==> src/hw/rtl/rau_pkg.sv <==
// Shared types, constants and helper functions for the rotor angle unwrap block.
package rau_pkg;

    localparam int ANGLE_BITS = 12;
    localparam int POS_BITS   = 32;
    localparam int PP_BITS    = 7;
    localparam int OP_BITS    = 2;
    localparam int CODE_BITS  = 3;
    localparam int ST_BITS    = 3;
    // Signed step width: holds the raw difference and the folded step.
    localparam int DELTA_BITS = ANGLE_BITS + 2;

    localparam logic [PP_BITS-1:0] PP_RESET = PP_BITS'(1);

    localparam logic [OP_BITS-1:0] OP_SAMPLE    = 2'd0;
    localparam logic [OP_BITS-1:0] OP_READ_FAIL = 2'd1;
    localparam logic [OP_BITS-1:0] OP_CALIBRATE = 2'd2;
    localparam logic [OP_BITS-1:0] OP_UNUSED    = 2'd3;

    localparam logic [CODE_BITS-1:0] MAG_OK        = 3'd0;
    localparam logic [CODE_BITS-1:0] MAG_NONE      = 3'd1;
    localparam logic [CODE_BITS-1:0] MAG_WEAK      = 3'd2;
    localparam logic [CODE_BITS-1:0] MAG_STRONG    = 3'd3;
    localparam logic [CODE_BITS-1:0] MAG_READ_FAIL = 3'd4;

    localparam logic [ST_BITS-1:0] ST_UNINIT    = 3'd0;
    localparam logic [ST_BITS-1:0] ST_OK        = 3'd1;
    localparam logic [ST_BITS-1:0] ST_NO_MAGNET = 3'd2;
    localparam logic [ST_BITS-1:0] ST_WEAK      = 3'd3;
    localparam logic [ST_BITS-1:0] ST_STRONG    = 3'd4;
    localparam logic [ST_BITS-1:0] ST_IO_ERROR  = 3'd5;

    localparam logic signed [DELTA_BITS-1:0] HALF_TURN =
        DELTA_BITS'(1 << (ANGLE_BITS - 1));
    localparam logic signed [DELTA_BITS-1:0] FULL_TURN =
        DELTA_BITS'(1 << ANGLE_BITS);

    typedef struct packed {
        logic [OP_BITS-1:0]    op;
        logic [ANGLE_BITS-1:0] raw_angle;
        logic                  diag_valid;
        logic [CODE_BITS-1:0]  magnet_code;
        logic [ANGLE_BITS-1:0] target_angle;
    } t_in_item;

    typedef struct packed {
        logic [ANGLE_BITS-1:0] last_angle;
        logic [POS_BITS-1:0]   turn_position;
        logic                  sample_seen;
        logic [ANGLE_BITS-1:0] zero_offset;
        logic                  zero_set;
        logic [ST_BITS-1:0]    status_code;
    } t_state;

    typedef struct packed {
        logic [ANGLE_BITS-1:0]      angle_now;
        logic signed [POS_BITS-1:0] position;
        logic [ANGLE_BITS-1:0]      elec_unaligned;
        logic [ANGLE_BITS-1:0]      elec_aligned;
        logic [ANGLE_BITS-1:0]      zero_value;
        logic                       zero_done;
        logic [ST_BITS-1:0]         health;
        logic                       have_sample;
        logic                       cal_accepted;
    } t_out_item;

    // Magnet status code to block status; unknown codes count as a read error.
    function automatic logic [ST_BITS-1:0] map_code(input logic [CODE_BITS-1:0] code);
        logic [ST_BITS-1:0] st;
        unique case (code)
            MAG_OK:     st = ST_OK;
            MAG_NONE:   st = ST_NO_MAGNET;
            MAG_WEAK:   st = ST_WEAK;
            MAG_STRONG: st = ST_STRONG;
            default:    st = ST_IO_ERROR;
        endcase
        return st;
    endfunction

endpackage

==> src/hw/rtl/rau_if.sv <==
// Valid/ready channel interfaces for the input and result transactions.
interface rau_in_if;
    logic                              valid;
    logic                              ready;
    logic [rau_pkg::OP_BITS-1:0]       op;
    logic [rau_pkg::ANGLE_BITS-1:0]    raw_angle;
    logic                              diag_valid;
    logic [rau_pkg::CODE_BITS-1:0]     magnet_code;
    logic [rau_pkg::ANGLE_BITS-1:0]    target_angle;

    modport source (output valid, op, raw_angle, diag_valid, magnet_code, target_angle,
                    input ready);
    modport sink (input valid, op, raw_angle, diag_valid, magnet_code, target_angle,
                  output ready);
endinterface

interface rau_out_if;
    logic                              valid;
    logic                              ready;
    logic [rau_pkg::ANGLE_BITS-1:0]    angle_now;
    logic signed [rau_pkg::POS_BITS-1:0] position;
    logic [rau_pkg::ANGLE_BITS-1:0]    elec_unaligned;
    logic [rau_pkg::ANGLE_BITS-1:0]    elec_aligned;
    logic [rau_pkg::ANGLE_BITS-1:0]    zero_value;
    logic                              zero_done;
    logic [rau_pkg::ST_BITS-1:0]       health;
    logic                              have_sample;
    logic                              cal_accepted;

    modport source (output valid, angle_now, position, elec_unaligned, elec_aligned,
                    zero_value, zero_done, health, have_sample, cal_accepted,
                    input ready);
    modport sink (input valid, angle_now, position, elec_unaligned, elec_aligned,
                  zero_value, zero_done, health, have_sample, cal_accepted,
                  output ready);
endinterface

==> src/hw/rtl/rau_step.sv <==
// Combinational update of the unwrap state and the result for one transaction.
module rau_step (
    input  rau_pkg::t_in_item                  i_item,
    input  rau_pkg::t_state                    i_state,
    input  logic [rau_pkg::PP_BITS-1:0]        i_pole_pairs,
    output rau_pkg::t_state                    o_next,
    output rau_pkg::t_out_item                 o_result
);

    logic signed [rau_pkg::DELTA_BITS-1:0] diff;
    logic signed [rau_pkg::DELTA_BITS-1:0] step;
    logic [rau_pkg::ANGLE_BITS-1:0]        mul_src;
    logic [rau_pkg::ANGLE_BITS+rau_pkg::PP_BITS-1:0] product;
    logic [rau_pkg::ANGLE_BITS-1:0]        elec;
    logic                                  cal_ok;

    // Shortest signed step between readings, folded into half a turn either way.
    assign diff = $signed({2'b00, i_item.raw_angle}) - $signed({2'b00, i_state.last_angle});

    always_comb begin
        priority if (diff > rau_pkg::HALF_TURN) begin
            step = diff - rau_pkg::FULL_TURN;
        end else if (diff < -rau_pkg::HALF_TURN) begin
            step = diff + rau_pkg::FULL_TURN;
        end else begin
            step = diff;
        end
    end

    // One multiplier serves both the new sample and the calibration angle.
    assign mul_src = (i_item.op == rau_pkg::OP_SAMPLE) ? i_item.raw_angle : i_state.last_angle;
    assign product = mul_src * i_pole_pairs;
    assign elec    = product[rau_pkg::ANGLE_BITS-1:0];

    assign cal_ok = i_state.sample_seen &&
                    (i_state.status_code == rau_pkg::ST_OK ||
                     i_state.status_code == rau_pkg::ST_WEAK ||
                     i_state.status_code == rau_pkg::ST_STRONG);

    always_comb begin
        o_next = i_state;
        o_result.cal_accepted = 1'b0;
        unique case (i_item.op)
            rau_pkg::OP_SAMPLE: begin
                if (i_state.sample_seen) begin
                    o_next.turn_position = i_state.turn_position +
                        {{(rau_pkg::POS_BITS-rau_pkg::DELTA_BITS){step[rau_pkg::DELTA_BITS-1]}},
                         step};
                end else begin
                    o_next.turn_position = rau_pkg::POS_BITS'(i_item.raw_angle);
                end
                o_next.last_angle  = i_item.raw_angle;
                o_next.sample_seen = 1'b1;
                if (i_item.diag_valid) begin
                    o_next.status_code = rau_pkg::map_code(i_item.magnet_code);
                end
            end
            rau_pkg::OP_READ_FAIL: begin
                o_next.status_code = rau_pkg::ST_IO_ERROR;
            end
            rau_pkg::OP_CALIBRATE: begin
                if (cal_ok) begin
                    o_next.zero_offset    = elec - i_item.target_angle;
                    o_next.zero_set       = 1'b1;
                    o_result.cal_accepted = 1'b1;
                end
            end
            rau_pkg::OP_UNUSED: begin
            end
            default: begin
            end
        endcase

        // The multiplier output already reflects the angle held after this transaction.
        o_result.angle_now      = o_next.last_angle;
        o_result.position       = $signed(o_next.turn_position);
        o_result.elec_unaligned = elec;
        o_result.elec_aligned   = elec - o_next.zero_offset;
        o_result.zero_value     = o_next.zero_offset;
        o_result.zero_done      = o_next.zero_set;
        o_result.health         = o_next.status_code;
        o_result.have_sample    = o_next.sample_seen;
    end

endmodule

==> src/hw/rtl/rotor_angle_unwrap_electrical.sv <==
// Top level of the rotor angle unwrap block with electrical angle and zero calibration.
// A result transaction passes from the input register into the result register, where it is offered;
// a stall on the result side can hold it in the input register before it moves on.
// Throughput: one transaction per cycle, set by the single-pass update between the input
// register and the result register; backpressure from the result side stalls a full input stage.
// Reset (synchronous, active low) clears the unwrap state, both valid flags and sets pole pairs to 1.
module rotor_angle_unwrap_electrical (
    input  logic                           i_clk,
    input  logic                           i_rst_n,
    input  logic                           i_cfg_we,
    input  logic [rau_pkg::PP_BITS-1:0]    i_cfg_wdata,
    rau_in_if.sink                         i_in,
    rau_out_if.source                      o_out
);

    // Configuration register: pole pairs.
    logic [rau_pkg::PP_BITS-1:0] r_pole_pairs;

    // Input stage: one accepted transaction waiting for its update.
    logic              r_in_vld;
    rau_pkg::t_in_item r_in;

    // Architectural state of the unwrap, updated when the input stage advances.
    rau_pkg::t_state   r_state;
    rau_pkg::t_state   n_state;

    // Result stage, which decouples the result consumer from the input side.
    logic               r_out_vld;
    rau_pkg::t_out_item r_out;
    rau_pkg::t_out_item n_out;

    logic adv;
    logic in_fire;

    // The input stage moves on whenever the result register is free or being drained.
    assign adv      = r_in_vld && (!r_out_vld || o_out.ready);
    assign i_in.ready = !r_in_vld || adv;
    assign in_fire  = i_in.valid && i_in.ready;

    rau_step u_step (
        .i_item       (r_in),
        .i_state      (r_state),
        .i_pole_pairs (r_pole_pairs),
        .o_next       (n_state),
        .o_result     (n_out)
    );

    always_ff @(posedge i_clk) begin
        if (!i_rst_n) begin
            r_pole_pairs <= rau_pkg::PP_RESET;
        end else if (i_cfg_we) begin
            r_pole_pairs <= i_cfg_wdata;
        end
    end

    always_ff @(posedge i_clk) begin
        if (!i_rst_n) begin
            r_in_vld <= 1'b0;
        end else if (i_in.ready) begin
            r_in_vld <= i_in.valid;
        end
    end

    // Payload of the input stage needs no reset; it is qualified by r_in_vld.
    always_ff @(posedge i_clk) begin
        if (in_fire) begin
            r_in.op           <= i_in.op;
            r_in.raw_angle    <= i_in.raw_angle;
            r_in.diag_valid   <= i_in.diag_valid;
            r_in.magnet_code  <= i_in.magnet_code;
            r_in.target_angle <= i_in.target_angle;
        end
    end

    always_ff @(posedge i_clk) begin
        if (!i_rst_n) begin
            r_state <= '0;
        end else if (adv) begin
            r_state <= n_state;
        end
    end

    always_ff @(posedge i_clk) begin
        if (!i_rst_n) begin
            r_out_vld <= 1'b0;
        end else if (adv) begin
            r_out_vld <= 1'b1;
        end else if (o_out.ready) begin
            r_out_vld <= 1'b0;
        end
    end

    always_ff @(posedge i_clk) begin
        if (adv) begin
            r_out <= n_out;
        end
    end

    assign o_out.valid          = r_out_vld;
    assign o_out.angle_now      = r_out.angle_now;
    assign o_out.position       = r_out.position;
    assign o_out.elec_unaligned = r_out.elec_unaligned;
    assign o_out.elec_aligned   = r_out.elec_aligned;
    assign o_out.zero_value     = r_out.zero_value;
    assign o_out.zero_done      = r_out.zero_done;
    assign o_out.health         = r_out.health;
    assign o_out.have_sample    = r_out.have_sample;
    assign o_out.cal_accepted   = r_out.cal_accepted;

    // A successful calibration always leaves a calibrated zero and a valid sample behind.
    a_cal_implies_zero: assert property (@(posedge i_clk) disable iff (!i_rst_n)
        o_out.valid && o_out.cal_accepted |-> o_out.zero_done && o_out.have_sample)
        else $error("calibration reported without zero set or sample");

    // The unwrap state changes only when a transaction is processed.
    a_state_hold: assert property (@(posedge i_clk) disable iff (!i_rst_n)
        !adv |=> $stable(r_state))
        else $error("unwrap state changed without a processed transaction");

    // A stalled result is not dropped.
    a_result_held: assert property (@(posedge i_clk) disable iff (!i_rst_n)
        r_out_vld && !o_out.ready |=> r_out_vld)
        else $error("result dropped while stalled");

    // Once a sample has been seen, later results keep reporting it.
    a_sample_sticky: assert property (@(posedge i_clk) disable iff (!i_rst_n)
        adv && r_state.sample_seen |-> n_state.sample_seen)
        else $error("sample flag cleared");

endmodule
==> src/flat_wrapper.sv <==
// flat-port wrapper written by rule: the top's interface ports become plain ports
module rotor_angle_unwrap_electrical_flat 
  (i_clk, i_rst_n, i_cfg_we, i_cfg_wdata, i_in_valid, i_in_op, i_in_raw_angle, i_in_diag_valid, i_in_magnet_code, i_in_target_angle, i_in_ready, o_out_valid, o_out_angle_now, o_out_position, o_out_elec_unaligned, o_out_elec_aligned, o_out_zero_value, o_out_zero_done, o_out_health, o_out_have_sample, o_out_cal_accepted, o_out_ready);
  rau_in_if i_in_i ();
  rau_out_if o_out_i ();
  input  logic i_clk;
  input  logic i_rst_n;
  input  logic i_cfg_we;
  input  logic [rau_pkg::PP_BITS-1:0] i_cfg_wdata;
  input wire logic [$bits(i_in_i.valid)-1:0] i_in_valid;
  input wire logic [$bits(i_in_i.op)-1:0] i_in_op;
  input wire logic [$bits(i_in_i.raw_angle)-1:0] i_in_raw_angle;
  input wire logic [$bits(i_in_i.diag_valid)-1:0] i_in_diag_valid;
  input wire logic [$bits(i_in_i.magnet_code)-1:0] i_in_magnet_code;
  input wire logic [$bits(i_in_i.target_angle)-1:0] i_in_target_angle;
  output wire logic [$bits(i_in_i.ready)-1:0] i_in_ready;
  output wire logic [$bits(o_out_i.valid)-1:0] o_out_valid;
  output wire logic [$bits(o_out_i.angle_now)-1:0] o_out_angle_now;
  output wire logic [$bits(o_out_i.position)-1:0] o_out_position;
  output wire logic [$bits(o_out_i.elec_unaligned)-1:0] o_out_elec_unaligned;
  output wire logic [$bits(o_out_i.elec_aligned)-1:0] o_out_elec_aligned;
  output wire logic [$bits(o_out_i.zero_value)-1:0] o_out_zero_value;
  output wire logic [$bits(o_out_i.zero_done)-1:0] o_out_zero_done;
  output wire logic [$bits(o_out_i.health)-1:0] o_out_health;
  output wire logic [$bits(o_out_i.have_sample)-1:0] o_out_have_sample;
  output wire logic [$bits(o_out_i.cal_accepted)-1:0] o_out_cal_accepted;
  input wire logic [$bits(o_out_i.ready)-1:0] o_out_ready;
  assign i_in_i.valid = i_in_valid;
  assign i_in_i.op = i_in_op;
  assign i_in_i.raw_angle = i_in_raw_angle;
  assign i_in_i.diag_valid = i_in_diag_valid;
  assign i_in_i.magnet_code = i_in_magnet_code;
  assign i_in_i.target_angle = i_in_target_angle;
  assign i_in_ready = i_in_i.ready;
  assign o_out_valid = o_out_i.valid;
  assign o_out_angle_now = o_out_i.angle_now;
  assign o_out_position = o_out_i.position;
  assign o_out_elec_unaligned = o_out_i.elec_unaligned;
  assign o_out_elec_aligned = o_out_i.elec_aligned;
  assign o_out_zero_value = o_out_i.zero_value;
  assign o_out_zero_done = o_out_i.zero_done;
  assign o_out_health = o_out_i.health;
  assign o_out_have_sample = o_out_i.have_sample;
  assign o_out_cal_accepted = o_out_i.cal_accepted;
  assign o_out_i.ready = o_out_ready;
  rotor_angle_unwrap_electrical u_core (.i_clk(i_clk), .i_rst_n(i_rst_n), .i_cfg_we(i_cfg_we), .i_cfg_wdata(i_cfg_wdata), .i_in(i_in_i), .o_out(o_out_i));
endmodule
==> config.mk <==
export PLATFORM = sky130hd
export DESIGN_NAME = rotor_angle_unwrap_electrical_flat
export DESIGN_NICKNAME = d
export VERILOG_FILES = /design/src/hw/rtl/rau_pkg.sv /design/src/hw/rtl/rau_if.sv /design/src/hw/rtl/rau_step.sv /design/src/hw/rtl/rotor_angle_unwrap_electrical.sv /design/src/flat_wrapper.sv
export SDC_FILE = /design/constraint.sdc
export NUM_CORES = 1
export LEC_CHECK = 0
export ABC_AREA = 1
export BUFFER_PORTS_ARGS = -buffer_cell sky130_fd_sc_hd__buf_4
export CAP_MARGIN = 30
export CORE_MARGIN = 10
export CORE_UTILIZATION = 55
export CTS_CLUSTER_SIZE = 20
export DETAILED_ROUTE_END_ITERATION = 7
export PLACE_DENSITY = 0.82
export SLEW_MARGIN = 30
export SYNTH_ARGS = -nofsm -noshare
export SYNTH_HDL_FRONTEND = slang
export SYNTH_SLANG_ARGS = --single-unit
==> constraint.sdc <==
create_clock -name i_clk -period 11 [get_ports i_clk]
set_input_delay 0 -clock i_clk [delete_from_list [all_inputs] [get_ports i_clk]]
set_output_delay 0 -clock i_clk [all_outputs]
set_load 0.02 [all_outputs]
=== Word-level counts from Yosys, hierarchy flattened ===
Index checks and enable logic that the tools add are counted.

* Flip-flop bits (word level): 186
* Bits of input ports: 42
* Output and inout port bits: 88

* $add $sub $neg: 6
* Multipliers: 1
* Magnitude comparators: 2
* Equal/unequal tests: 8
* Mux-type cells: 13
* Reduce and logical (&&, ||, !) cells: 12

{| class="wikitable"
|+ Operators with widths
! operator !! number
|-
| two-way mux 45 bit || 1
|-
| adder 32 bit || 1
|-
| two-way mux 32 bit || 1
|-
| two-way mux 14 bit || 2
|-
| two-way mux 13 bit || 2
|-
| subtractor 12 bit || 2
|-
| adder 14 bit, second input constant || 1
|-
| > comparator 14 x 13 -> 1 bit, second input constant || 1
|-
| < comparator 14 x 12 -> 1 bit, second input constant || 1
|-
| subtractor 14 bit, second input constant || 1
|-
| subtractor 12 x 12 -> 13 bit || 1
|-
| multiplier 12 x 7 -> 12 bit || 1
|-
| two-way mux 12 bit || 1
|-
| case mux 3 bit (4 select lines) || 1
|-
| equality test 3 x 2 -> 1 bit, second input constant || 3
|-
| equality test 3 x 1 -> 1 bit, second input constant || 2
|-
| case mux 3 bit (2 select lines) || 1
|-
| logical OR 1 bit || 4
|-
| equality test 3 bit, second input constant || 1
|-
| logical AND 1 bit || 3
|-
| logical NOT 3 bit || 1
|-
| two-way mux 1 bit || 3
|-
| two-way mux 3 bit || 1
|-
| equality test 2 x 1 -> 1 bit, second input constant || 1
|-
| 4 further kinds || 5
|}

=== Depth between registers and ports, before layout ===
Gate-level depths: netlist (run 1).

* Depth in word-level cells: 7
* Mapped depth: 39
* Mapped depth without buffers: 38

=== By module ===
From an unflattened synthesis (run 1), not the netlist that was laid out.

* Cells, all modules: 1640
* Area, all modules: 12883.6 um^2

{| class="wikitable"
|+ Modules (own cells, without submodules)
! module !! times used !! cells each !! area an instance (um^2) !! sequential area each (um^2)
|-
| rotor_angle_unwrap_electrical || 1 || 559 || 6521.3 || 4884.7
|-
| rau_step || 1 || 1081 || 6362.4 || 0.0
|}

=== Worst setup path before layout (run 1) ===
No wires, ideal clock.

* Path kind: register -> register
* Start point: register u_core.r_in[29] in the netlist's numbering
* End point: register u_core.r_out (netlist bit u_core.o_out.elec_aligned[11]), data pin
* Setup time: 0.249 ns
* Data arrival time: 6.901 ns
* Data required time: 10.751 ns
* Setup slack: 3.849 ns
* Stages on the path, launching flop included: 38
* Buffers on the path: 1
* Clock period less this slack: 7.151 ns
* Cell sequence: edfxtp_1 -> inv_1 -> nand2_1 -> clkbuf_1 -> nor2_1 -> a21oi_1 -> inv_1 -> nand2_1 -> fa_1 -> fa_1 -> inv_1 -> fa_1 -> inv_1 -> fa_1 -> inv_1 -> ha_1 -> a21oi_1 -> o21ai_0 -> (+2 left out) -> inv_1 -> ha_1 -> inv_1 -> o21ai_0 -> xnor2_1 -> or2_2 -> o21ai_0 -> inv_1 -> ha_1 -> a21oi_1 -> nor2_1 -> a211oi_1 -> o211ai_1 -> xor2_1 -> inv_1 -> nand3_1 -> nand2_1 -> inv_1

{| class="wikitable"
|+ RTL lines
! item !! RTL line !! text
|-
| start: declaration || rotor_angle_unwrap_electrical.sv:21 || <nowiki>rau_pkg::t_in_item r_in;</nowiki>
|-
| end signal: assignment || rotor_angle_unwrap_electrical.sv:95 || <nowiki>r_out <= n_out;</nowiki>
|-
| end: declaration || rotor_angle_unwrap_electrical.sv:29 || <nowiki>rau_pkg::t_out_item r_out;</nowiki>
|}

==> results of run 1 <==
[state kept, by name (all words and copies together), names as in the netlist]
name / count
u_core.r_state: 61
u_core.o_out.position: 32
u_core.r_in: 30
u_core.o_out.angle_now: 12
u_core.o_out.elec_aligned: 12
u_core.o_out.elec_unaligned: 12
u_core.o_out.zero_value: 12
u_core.r_pole_pairs: 7
u_core.o_out.health: 3
u_core.o_out.cal_accepted: 1
u_core.o_out.have_sample: 1
u_core.o_out.valid: 1
u_core.o_out.zero_done: 1
u_core.r_in_vld: 1
[worst max-delay path, delay by kind of cell, from the launching register on]
kind	cells	cell delay [ns]
adder cells (fa/ha/maj)	7	3.00
AO/OA/AOI/OAI	8	1.77
buffers and inverters	9	0.65
flip-flops	1	0.47
XOR/XNOR	3	0.55
AND/OR/NAND/NOR	10	1.66
[worst max-delay path by stage]
stage / start / end / slack [ns] / cells after the start
after floorplan: u_core.r_in[29] / u_core.o_out.elec_aligned[11] / 3.85 / 37
after global placement: u_core.r_in[29] / u_core.o_out.elec_aligned[11] / 3.20 / 36
after detailed placement: u_core.r_in[28] / u_core.o_out.elec_aligned[11] / 2.81 / 37
after CTS: u_core.r_in[28] / u_core.o_out.elec_aligned[11] / 2.67 / 37
after global routing: u_core.r_in[29] / u_core.o_out.elec_aligned[11] / 1.97 / 37
final: u_core.r_in[28] / u_core.o_out.elec_aligned[11] / 2.64 / 37
[power groups by stage]
| stage | logic (W) | registers [W] | clock network, W |
|---|---|---|---|
| detailed placement | 0.000608 | 0.000830 | 0 |
| global placement | 0.000588 | 0.000829 | 0 |
| floorplan | 0.000412 | 0.000858 | 0 |
| global route | 0.000711 | 0.000818 | 0.000635 |
| finish | 0.000642 | 0.000815 | 0.000602 |
| CTS | 0.000636 | 0.000815 | 0.000606 |
[layout make-up]
type / count / area share
inverters: 218 / 0.05859
well taps: 275 / 0.02456
clock inverters: 15 / 0.009735
repair buffers: 179 / 0.1040
flip-flops and latches: 186 / 0.3487
clock buffers: 17 / 0.03037
multi-input cells: 970 / 0.4241
[cell families (layout without fill, tap and decap cells)]
group | after synthesis | in the layout | synth area share
buffers and inverters | 251 | 429 | 0.08108
XOR/XNOR | 55 | 55 | 0.04091
flip-flops | 186 | 186 | 0.4149
AND/OR/NAND/NOR | 503 | 503 | 0.1772
adder cells (fa/ha/maj) | 119 | 119 | 0.1494
AO/OA/AOI/OAI | 293 | 293 | 0.1366
[per-layer routing]
metal  routed length, microns  track usage
met1                    12840       0.2625
met2                    15500       0.3783
met3                     2296      0.05017
met5                        0            0
met4                      778      0.07866
[repair_timing]
action                    in CTS  in global routing
hold buffers                  45                  0
hold endpoints to repair      61                  0
gates resized for setup        0                  0
[cell usage after synthesis (2+ instances only)]
cell / count / area, sq um
o31ai_1: 2 / 15.01
a21o_1: 8 / 60.06
ha_1: 83 / 1039
o22ai_1: 3 / 18.77
clkbuf_1: 25 / 93.84
o21ai_2: 6 / 52.55
a32o_1: 2 / 20.02
a22o_1: 6 / 52.55
fa_1: 36 / 720.7
a31oi_1: 6 / 37.54
and2_1: 2 / 12.51
nor4_1: 4 / 25.02
nand3_1: 51 / 255.2
inv_1: 214 / 803.3
or2_2: 11 / 68.82
o21ai_1: 5 / 25.02
buf_1: 5 / 18.77
nor3_1: 9 / 45.04
clkinv_1: 3 / 11.26
nand2_2: 9 / 56.30
edfxtp_1: 116 / 3483
o211ai_1: 5 / 37.54
a21oi_1: 146 / 730.7
xnor2_1: 17 / 148.9
o21bai_1: 6 / 45.04
nand2_1: 312 / 1171
nand3b_1: 5 / 37.54
xor2_1: 38 / 332.8
nor2_1: 88 / 330.3
o21ai_0: 91 / 455.4
dfxtp_1: 70 / 1401
a211oi_1: 3 / 22.52
nand4_1: 9 / 56.30
[through the flow]
| stage | setup WS [ns] | instances |
|---|---|---|
| floorplan | 3.849 | 1407 |
| global placement | 3.196 | 1783 |
| detailed placement | 2.811 | 1783 |
| CTS | 2.666 | 1860 |
| global route | 1.966 | 1860 |
| finish | 2.640 | 1860 |
==> impl_metrics.py, run 1 <==
metrics = {
    "route": {
        "drtPass1Iterations": 7,
        "wl_mm": 31.41,
        "vias": 10200,
        "drc": 0,
        "drt-initial-drc-count": 814,
        "viasPerCell": 5.485,
        "ant_nets": 0,
        "routedWlPerCell_microns": 16.89,
    },
    "worst_hold_path": {
        "hold-path-endpoint": "u_core.r_in[19]",
        "hp-class": "input port to register",
        "hp-start": "i_in_raw_angle[3]",
        "hold_depth": 2,
    },
    "yosys": {
        "syn_inst": 1407,
        "yosys_warnings": 0,
        "synth_seq_cells": 186,
        "syn_nets": 1568,
        "ys_async_sr_fraction": 0,
        "synth_flop_cell": "edfxtp_1",
        "netlist_area_sq_mm": 0.01177,
        "synth_edf_count": 116,
        "ys_types": 44,
        "avgSynthCellArea_sq_um": 8.368,
        "synth.yosys.seq_area_share": 0.4149,
    },
    "place": {
        "gp_congestion": 0.9761,
        "port_buffers": 129,
        "place_area_sq_mm": 0.01300,
        "detailed_place_hpwl_mm": 22.85,
    },
    "clock_tree": {
        "cts_root_buffer": "clkbuf_16",
        "post_cts_buffers": 0,
        "htree_levels": 4,
        "clk_path_buf_depth": 2,
        "worstSkewPairLatency_ns": 0.45,
        "numClockSinks": 186,
        "clkTransAtPathRegs_ns": 0.07,
        "cts_made_buffers": 17,
        "cts_tree": "built",
    },
    "pwr": {
        "internal_power_w": 0.001346,
        "power_frac_clock": 0.293,
        "p_sw_w": 0.0007131,
        "p_leak_nw": 6.498,
        "p_seq_frac": 0.396,
        "power_frac_comb": 0.312,
        "swShare": 0.3463,
        "total_power_w": 0.002059,
        "ir_worst_vdd_uv": 86.39,
        "p_per_area_mw_per_mm2": 147.0,
    },
    "grt": {
        "grt_pass1_wl_mm": 50.29,
        "antenna_found_initial": 0,
        "grt_max_degree": 68,
        "grt.total_usage": 0.2194,
        "overflow": 0,
        "grt_pass1_vias": 10080,
    },
    "die": {
        "io_pins": 130,
        "dieArea_sq_mm": 0.02766,
        "core.rowCount": 53,
        "die_h_microns": 166.3,
        "design.core.area_sq_mm": 0.02102,
        "die_w_microns": 166.3,
        "start_util": 0.5601,
    },
    "sta": {
        "maxSlewHeadroom": 0.3976,
        "hold_slack_ns": 0.2690,
        "slew_violations": 0,
        "fin_crit_sh": 0.7600,
        "setup-violations-final": 0,
        "rsz0062_at_grt": "no",
        "tns_ns": 0,
        "fmax_ghz": 0.1196,
        "finClkSkew_ns": 0.007660,
        "min_period_ns": 8.360,
        "finalHoldViolCount": 0,
        "worstMarginPinSlew_ns": 0.9004,
    },
    "finish": {
        "multi_input_area_sq_mm": 0.005942,
        "final_nets": 1733,
        "utilization": 0.6664,
        "diodes": 0,
        "most-common-layout-cells": "311 x nand2_1, 212 x inv_1, 146 x a21oi_1",
        "final_common_cell": "nand2_1",
        "post-route-cell-area_sq_mm": 0.01401,
        "regArea_sq_mm": 0.004885,
        "drive_above_1_share": 0.1243,
        "areaGrowthSynthToFinish_pct": 18.99,
        "fillCellCount": 1606,
    },
    "critical_path": {
        "max_stage_delay_ns": 0.66,
        "cpMostUsedCell": "inv_1",
        "cp.required_ns": 11.21,
        "cp-start-kind": "register",
        "rrSetupSlack_ns": 2.64,
        "cp_max_fo": 43,
        "endpoint_kind": "register",
        "ff2ff_path_depth": 37,
        "crit_type": "register to register",
        "arrival_ns": 8.57,
        "r2r-start": "u_core.r_in[28]",
        "r2r-end": "u_core.o_out.elec_aligned[11]",
        "crit_slowest_cell": "nand2_2",
    },
    "run_status": {
        "status": "complete, no violations",
    },
    "run": {
        "maxCapViolCount": 0,
    },
}
(Power assumes the default switching activity.)
==> run 2: changes to the inputs <==
--- a/config.mk
+++ b/config.mk
@@ -9,10 +9,10 @@
 export BUFFER_PORTS_ARGS = -buffer_cell sky130_fd_sc_hd__buf_4
 export CAP_MARGIN = 30
 export CORE_MARGIN = 10
-export CORE_UTILIZATION = 55
+export CORE_UTILIZATION = 54
 export CTS_CLUSTER_SIZE = 20
 export DETAILED_ROUTE_END_ITERATION = 7
-export PLACE_DENSITY = 0.82
+export PLACE_DENSITY = 0.83
 export SLEW_MARGIN = 30
 export SYNTH_ARGS = -nofsm -noshare
 export SYNTH_HDL_FRONTEND = slang
==> constraint.sdc (replaced) <==
create_clock -name i_clk -period 7.4 [get_ports i_clk]
set_input_delay 0 -clock i_clk [delete_from_list [all_inputs] [get_ports i_clk]]
set_output_delay 0 -clock i_clk [all_outputs]
set_load 0.02 [all_outputs]
==> run 2 against run 1 <==
Effect of this change:
- clock-buffer cell count rose by 1
- setup slack worse by 2.4 ns
- maximum frequency is 17% higher
- combinational power rose by 59%
- critical path type unchanged
- flip-flop and latch count unchanged
- clock skew rose by 0.0039 ns
- sequential share of layout area shrank 0.68 points
- register-to-register slack got worse by 2.4 ns
- non-clock buffer count grew 14
- die area is 1.6% higher
- sequential power increased by 48%
==> impl_metrics.py, run 2 (synthesized netlist as in run 1, its figures left out) <==
metrics = {
    "finish": {
        "fin_cells": 1875,
        "most-common-layout-cells": "312 x nand2_1, 211 x inv_1, 150 x buf_4",
        "final_nets": 1748,
        "regMostFlops": "u_core.r_state",
        "diodes": 0,
        "areaGrowthSynthToFinish_pct": 21.35,
        "largest_register_ffs": 61,
        "drive_above_1_share": 0.1488,
        "final_common_cell": "nand2_1",
        "post-route-cell-area_sq_mm": 0.01429,
    },
    "grt": {
        "overflow": 0,
        "grt_pass1_wl_mm": 51.09,
        "grt.total_usage": 0.2207,
        "grt_pass1_vias": 10120,
        "antenna_found_initial": 0,
        "grt_max_degree": 70,
    },
    "critical_path": {
        "cp-start-kind": "register",
        "crit_slowest_cell": "fa_1",
        "endpoint_kind": "register",
        "r2r-end": "u_core.o_out.elec_aligned[11]",
        "cp.required_ns": 7.61,
        "crit_buf_inv": 9,
        "ff2ff_path_depth": 35,
        "critPathTopFamily": "adder cells",
        "r2r-start": "u_core.r_in[29]",
        "cpMostUsedCell": "inv_1",
        "arrival_ns": 7.33,
        "max_stage_delay_ns": 0.56,
        "rrSetupSlack_ns": 0.28,
        "crit_type": "register to register",
        "cp_max_fo": 7,
    },
    "die": {
        "die_w_microns": 167.7,
        "start_util": 0.5548,
        "io_pins": 130,
        "die_h_microns": 167.7,
        "design.core.area_sq_mm": 0.02122,
        "dieArea_sq_mm": 0.02811,
        "core.rowCount": 53,
    },
    "place": {
        "port_buffers": 129,
        "place_area_sq_mm": 0.01305,
        "dp_cells": 1791,
        "gp_congestion": 0.9578,
        "detailed_place_hpwl_mm": 23.31,
    },
    "clock_tree": {
        "htree_levels": 4,
        "cts_made_buffers": 17,
        "clk_path_buf_depth": 2,
        "clkTransAtPathRegs_ns": 0.08,
        "worstSkewPairLatency_ns": 0.44,
        "cts_root_buffer": "clkbuf_16",
        "numClockSinks": 186,
        "cts_tree": "built",
    },
    "route": {
        "ant_nets": 0,
        "vias": 10270,
        "drtPass1Iterations": 6,
        "routedWlPerCell_microns": 17.42,
        "drc": 0,
        "wl_mm": 32.66,
        "viasPerCell": 5.477,
        "drt-initial-drc-count": 713,
    },
    "run": {
        "maxCapViolCount": 0,
    },
    "pwr": {
        "total_power_w": 0.003157,
        "p_leak_nw": 6.587,
        "ir_worst_vdd_uv": 138.8,
        "p_per_area_mw_per_mm2": 220.9,
    },
    "sta": {
        "fin_crit_sh": 0.9616,
        "fmax_ghz": 0.1405,
        "finalHoldViolCount": 0,
        "slew_violations": 0,
        "finClkSkew_ns": 0.01159,
        "min_period_ns": 7.116,
        "worstMarginPinSlew_ns": 0.8191,
        "setup-violations-final": 0,
        "maxSlewHeadroom": 0.4540,
    },
    "worst_hold_path": {
        "hold-path-endpoint": "u_core.r_in[27]",
        "hp-start": "i_in_raw_angle[11]",
        "hp-class": "input port to register",
        "hold_depth": 2,
    },
    "run_status": {
        "status": "complete, no violations",
    },
}
==> run 2: changes by cell type in the layout (fill, tap and decap cells not counted), sizes merged <==
cell and delta:
buf +17, clkbuf +1, clkinv -2, clkinvlp +1, dlygate4sd3 -3, nor2 +1
==> run 2: power breakdown <==
part | internal, W | total, W | leakage, nW | switching (W)
combinational | 0.000382 | 0.00102 | 4.62 | 0.000638
sequential | 0.00118 | 0.00121 | 1.68 | 0.0000294
clock | 0.000480 | 0.000926 | 0.284 | 0.000446
==> run 2: layer usage <==
layer  GRT usage  up-vias  wire length [microns]  share of wire
li1            -     5002                      -              -
met5           0        -                      0              0
met2      0.3907      344                  16570           0.51
met3     0.04307       46                   2115          0.065
met4     0.05829        0                    572          0.018
met1      0.2675     4877                  13400           0.41
==> run 2: worst max-delay path by stage <==
| stage | from | endpoint | cells past startpoint |
|---|---|---|---|
| after floorplan | u_core.r_in[29] | u_core.o_out.elec_aligned[11] | 37 |
| after global placement | u_core.r_in[29] | u_core.o_out.elec_aligned[11] | 36 |
| after detailed placement | u_core.r_in[29] | u_core.o_out.elec_aligned[11] | 36 |
| after CTS | u_core.r_in[29] | u_core.o_out.elec_aligned[11] | 37 |
| after global routing | u_core.r_in[29] | u_core.o_out.elec_aligned[11] | 35 |
| final | u_core.r_in[29] | u_core.o_out.elec_aligned[11] | 35 |
==> run 2: worst reg2reg max path: cells and delay by family, from the launching register on <==
kind                       cells  cell delay (ns)
AOI/OAI and AO/OA              7             1.14
xor gates and xnor gates       3             0.56
adders and majority gates      7             2.82
buffers and inverters          9             0.98
DFF                            1             0.44
and+or+nand+nor                9             0.96
==> run 2: cell type report <==
| type | instances | area [sq um] |
|---|---|---|
| fillers | 1649 | 6933 |
| multi-input cells | 971 | 6093 |
| flip-flops and latches | 186 | 4885 |
| repair buffers | 193 | 1558 |
| inverters | 218 | 820.8 |
| clock buffers | 18 | 429.2 |
| well taps | 275 | 344.1 |
| clock inverters | 14 | 157.7 |
==> run 2: through the flow <==
| stage | utilization | TNS [ns] | hold WS [ns] | setup slack (ns) |
|---|---|---|---|---|
| floorplan | - | 0 | 0.09887 | 0.2494 |
| global placement | 0.6150 | 0 | 0.1785 | 0.3711 |
| detailed placement | 0.6151 | -0.04565 | 0.1796 | -0.04565 |
| CTS | 0.6627 | 0 | 0.2699 | 0.04713 |
| global route | 0.6733 | -0.1520 | 0.2759 | -0.1520 |
| finish | 0.6733 | 0 | 0.2776 | 0.2841 |
==> run 2: timing repair <==
item	4_1_cts	5_1_grt
gates resized for setup	2	33
gates cloned	0	1
endpoints found under the hold margin	57	0
buffers inserted	0	9
endpoints found under the setup margin	1	1
hold buffers	42	0
pin swaps	0	7
==> run 3: changes to the inputs <==
--- a/config.mk
+++ b/config.mk
@@ -12,6 +12,7 @@
 export CORE_UTILIZATION = 54
 export CTS_CLUSTER_SIZE = 20
 export DETAILED_ROUTE_END_ITERATION = 7
+export MAX_ROUTING_LAYER = met4
 export PLACE_DENSITY = 0.83
 export SLEW_MARGIN = 30
 export SYNTH_ARGS = -nofsm -noshare
==> run 3 against run 2 <==
Effect of this change:
- die area did not move
- first-iteration DRC count rose by 26%
- register-to-register slack barely moved
- setup slack got worse by 0.011 ns
- clock power rose by 1%
- critical path type unchanged
- critical endpoint unchanged
==> impl_metrics.py, run 3 (synthesized netlist as in run 1, its figures left out) <==
metrics = {
    "route": {
        "vias": 10490,
        "routedWlPerCell_microns": 17.63,
        "drt-initial-drc-count": 901,
        "wl_mm": 33.19,
        "viasPerCell": 5.574,
        "drtPass1Iterations": 7,
        "drc": 0,
        "ant_nets": 0,
    },
    "finish": {
        "areaGrowthSynthToFinish_pct": 21.85,
        "drive_above_1_share": 0.1494,
        "most-common-layout-cells": "312 x nand2_1, 210 x inv_1, 153 x buf_4",
        "largest_register_ffs": 61,
        "regMostFlops": "u_core.r_state",
        "fillCellCount": 1646,
        "final_common_cell": "nand2_1",
        "final_nets": 1754,
    },
    "grt": {
        "grt_max_degree": 85,
        "grt_pass1_vias": 10270,
        "antenna_found_initial": 1,
        "grt_pass1_wl_mm": 52.28,
        "grt.total_usage": 0.2334,
        "overflow": 0,
    },
    "run_status": {
        "status": "complete, no violations",
    },
    "pwr": {
        "power_frac_comb": 0.328,
        "power_frac_clock": 0.293,
        "total_power_w": 0.003198,
        "p_per_area_mw_per_mm2": 222.9,
        "p_leak_nw": 6.605,
        "p_seq_frac": 0.379,
        "internal_power_w": 0.002083,
        "swShare": 0.3486,
        "ir_worst_vdd_uv": 117.8,
        "p_sw_w": 0.001115,
    },
    "sta": {
        "worstMarginPinSlew_ns": 0.8011,
        "finClkSkew_ns": 0.01413,
        "fmax_ghz": 0.1403,
        "setup-violations-final": 0,
        "slew_violations": 0,
        "finalHoldViolCount": 0,
        "fin_crit_sh": 0.9631,
        "maxSlewHeadroom": 0.4654,
        "min_period_ns": 7.127,
        "hold_slack_ns": 0.2690,
    },
    "critical_path": {
        "rrSetupSlack_ns": 0.27,
        "crit_type": "register to register",
        "max_stage_delay_ns": 0.54,
        "cp_max_fo": 4,
        "ff2ff_path_depth": 37,
        "r2r-start": "u_core.r_in[29]",
        "endpoint_kind": "register",
        "cp-start-kind": "register",
        "arrival_ns": 7.34,
        "r2r-end": "u_core.o_out.elec_aligned[11]",
        "cp.required_ns": 7.61,
        "crit_slowest_cell": "fa_1",
    },
    "place": {
        "detailed_place_hpwl_mm": 22.96,
        "gp_congestion": 0.9777,
        "port_buffers": 129,
    },
    "clock_tree": {
        "clk_path_buf_depth": 2,
        "cts_tree": "built",
        "numClockSinks": 186,
        "clkTransAtPathRegs_ns": 0.07,
        "htree_levels": 4,
        "cts_made_buffers": 17,
        "worstSkewPairLatency_ns": 0.45,
        "cts_root_buffer": "clkbuf_16",
    },
    "die": {
        "start_util": 0.5548,
        "dieArea_sq_mm": 0.02811,
        "die_w_microns": 167.7,
        "die_h_microns": 167.7,
        "core.rowCount": 53,
        "io_pins": 130,
        "design.core.area_sq_mm": 0.02122,
    },
    "run": {
        "maxCapViolCount": 0,
    },
    "worst_hold_path": {
        "hp-start": "i_in_raw_angle[7]",
        "hp-class": "input port to register",
        "hold_depth": 2,
        "hold-path-endpoint": "u_core.r_in[23]",
    },
}
-- run 3: how the worst max path moves through the flow --
stage / from / to / depth (start not counted)
after floorplan: u_core.r_in[29] / u_core.o_out.elec_aligned[11] / 37
after global placement: u_core.r_in[29] / u_core.o_out.elec_aligned[11] / 36
after detailed placement: u_core.r_in[28] / u_core.o_out.elec_aligned[11] / 35
after CTS: u_core.r_in[29] / u_core.o_out.elec_aligned[11] / 36
after global routing: u_core.r_in[28] / u_core.o_out.elec_aligned[11] / 36
final: u_core.r_in[29] / u_core.o_out.elec_aligned[11] / 37
-- run 3: repair_timing --
action	in CTS	in global routing
hold endpoints to repair	58	0
gates cloned	0	1
pin swaps	1	6
endpoints found under the setup margin	1	1
gates resized for setup	2	29
hold buffers	45	0
buffers inserted	2	10
-- run 3: per-stage QoR --
stage | area, sq um | instances | setup TNS [ns] | utilization | setup slack, ns
after floorplan | 11770 | 1407 | 0 | - | 0.2494
after global placement | 13050 | 1791 | 0 | 0.6150 | 0.3673
after detailed placement | 13050 | 1791 | 0 | 0.6151 | 0.01949
after CTS | 14120 | 1870 | 0 | 0.6652 | 0.05131
after global routing | 14350 | 1882 | -0.1838 | 0.6761 | -0.1838
final | 14350 | 1882 | 0 | 0.6761 | 0.2729
-- run 3: cell type report --
cell class | count | area, sq um | share of cell area
Antenna cell | 1 | 2.502 | 0.0001744
Clock buffer | 20 | 467.9 | 0.03262
Clock inverter | 12 | 126.4 | 0.008809
Inverter | 218 | 820.8 | 0.05721
Multi-Input combinational cell | 971 | 6090 | 0.4245
Sequential cell | 186 | 4885 | 0.3405
Tap cell | 275 | 344.1 | 0.02398
Timing Repair Buffer | 199 | 1610 | 0.1122
-- run 3: power by group through the flow --
stage | Combinational (W) | Sequential, W | Clock (W)
2_1_floorplan | 0.000613 | 0.00128 | 0
3_3_place_gp | 0.000884 | 0.00123 | 0
3_5_place_dp | 0.000915 | 0.00123 | 0
4_1_cts | 0.000954 | 0.00121 | 0.000943
5_1_grt | 0.00116 | 0.00122 | 0.000987
6_report | 0.00105 | 0.00121 | 0.000938
-- run 3: per-layer routing --
| metal | vias up | global-route usage | wire (microns) |
|---|---|---|---|
| met1 | 4956 | 0.2782 | 13780 |
| met4 | 0 | 0.08024 | 932 |
| li1 | 5025 | - | - |
| met2 | 425 | 0.3902 | 16420 |
| met5 | - | - | 0 |
| met3 | 85 | 0.04284 | 2055 |
-- run 3: critical path: cells and delay by family (launching register included) --
kind            cells  cell delay [ns]
flops               1             0.46
simple gates       10             0.99
compound gates      8             1.21
fa+ha+maj           7             2.97
buf+inv             9             0.68
xor+xnor            3             0.58
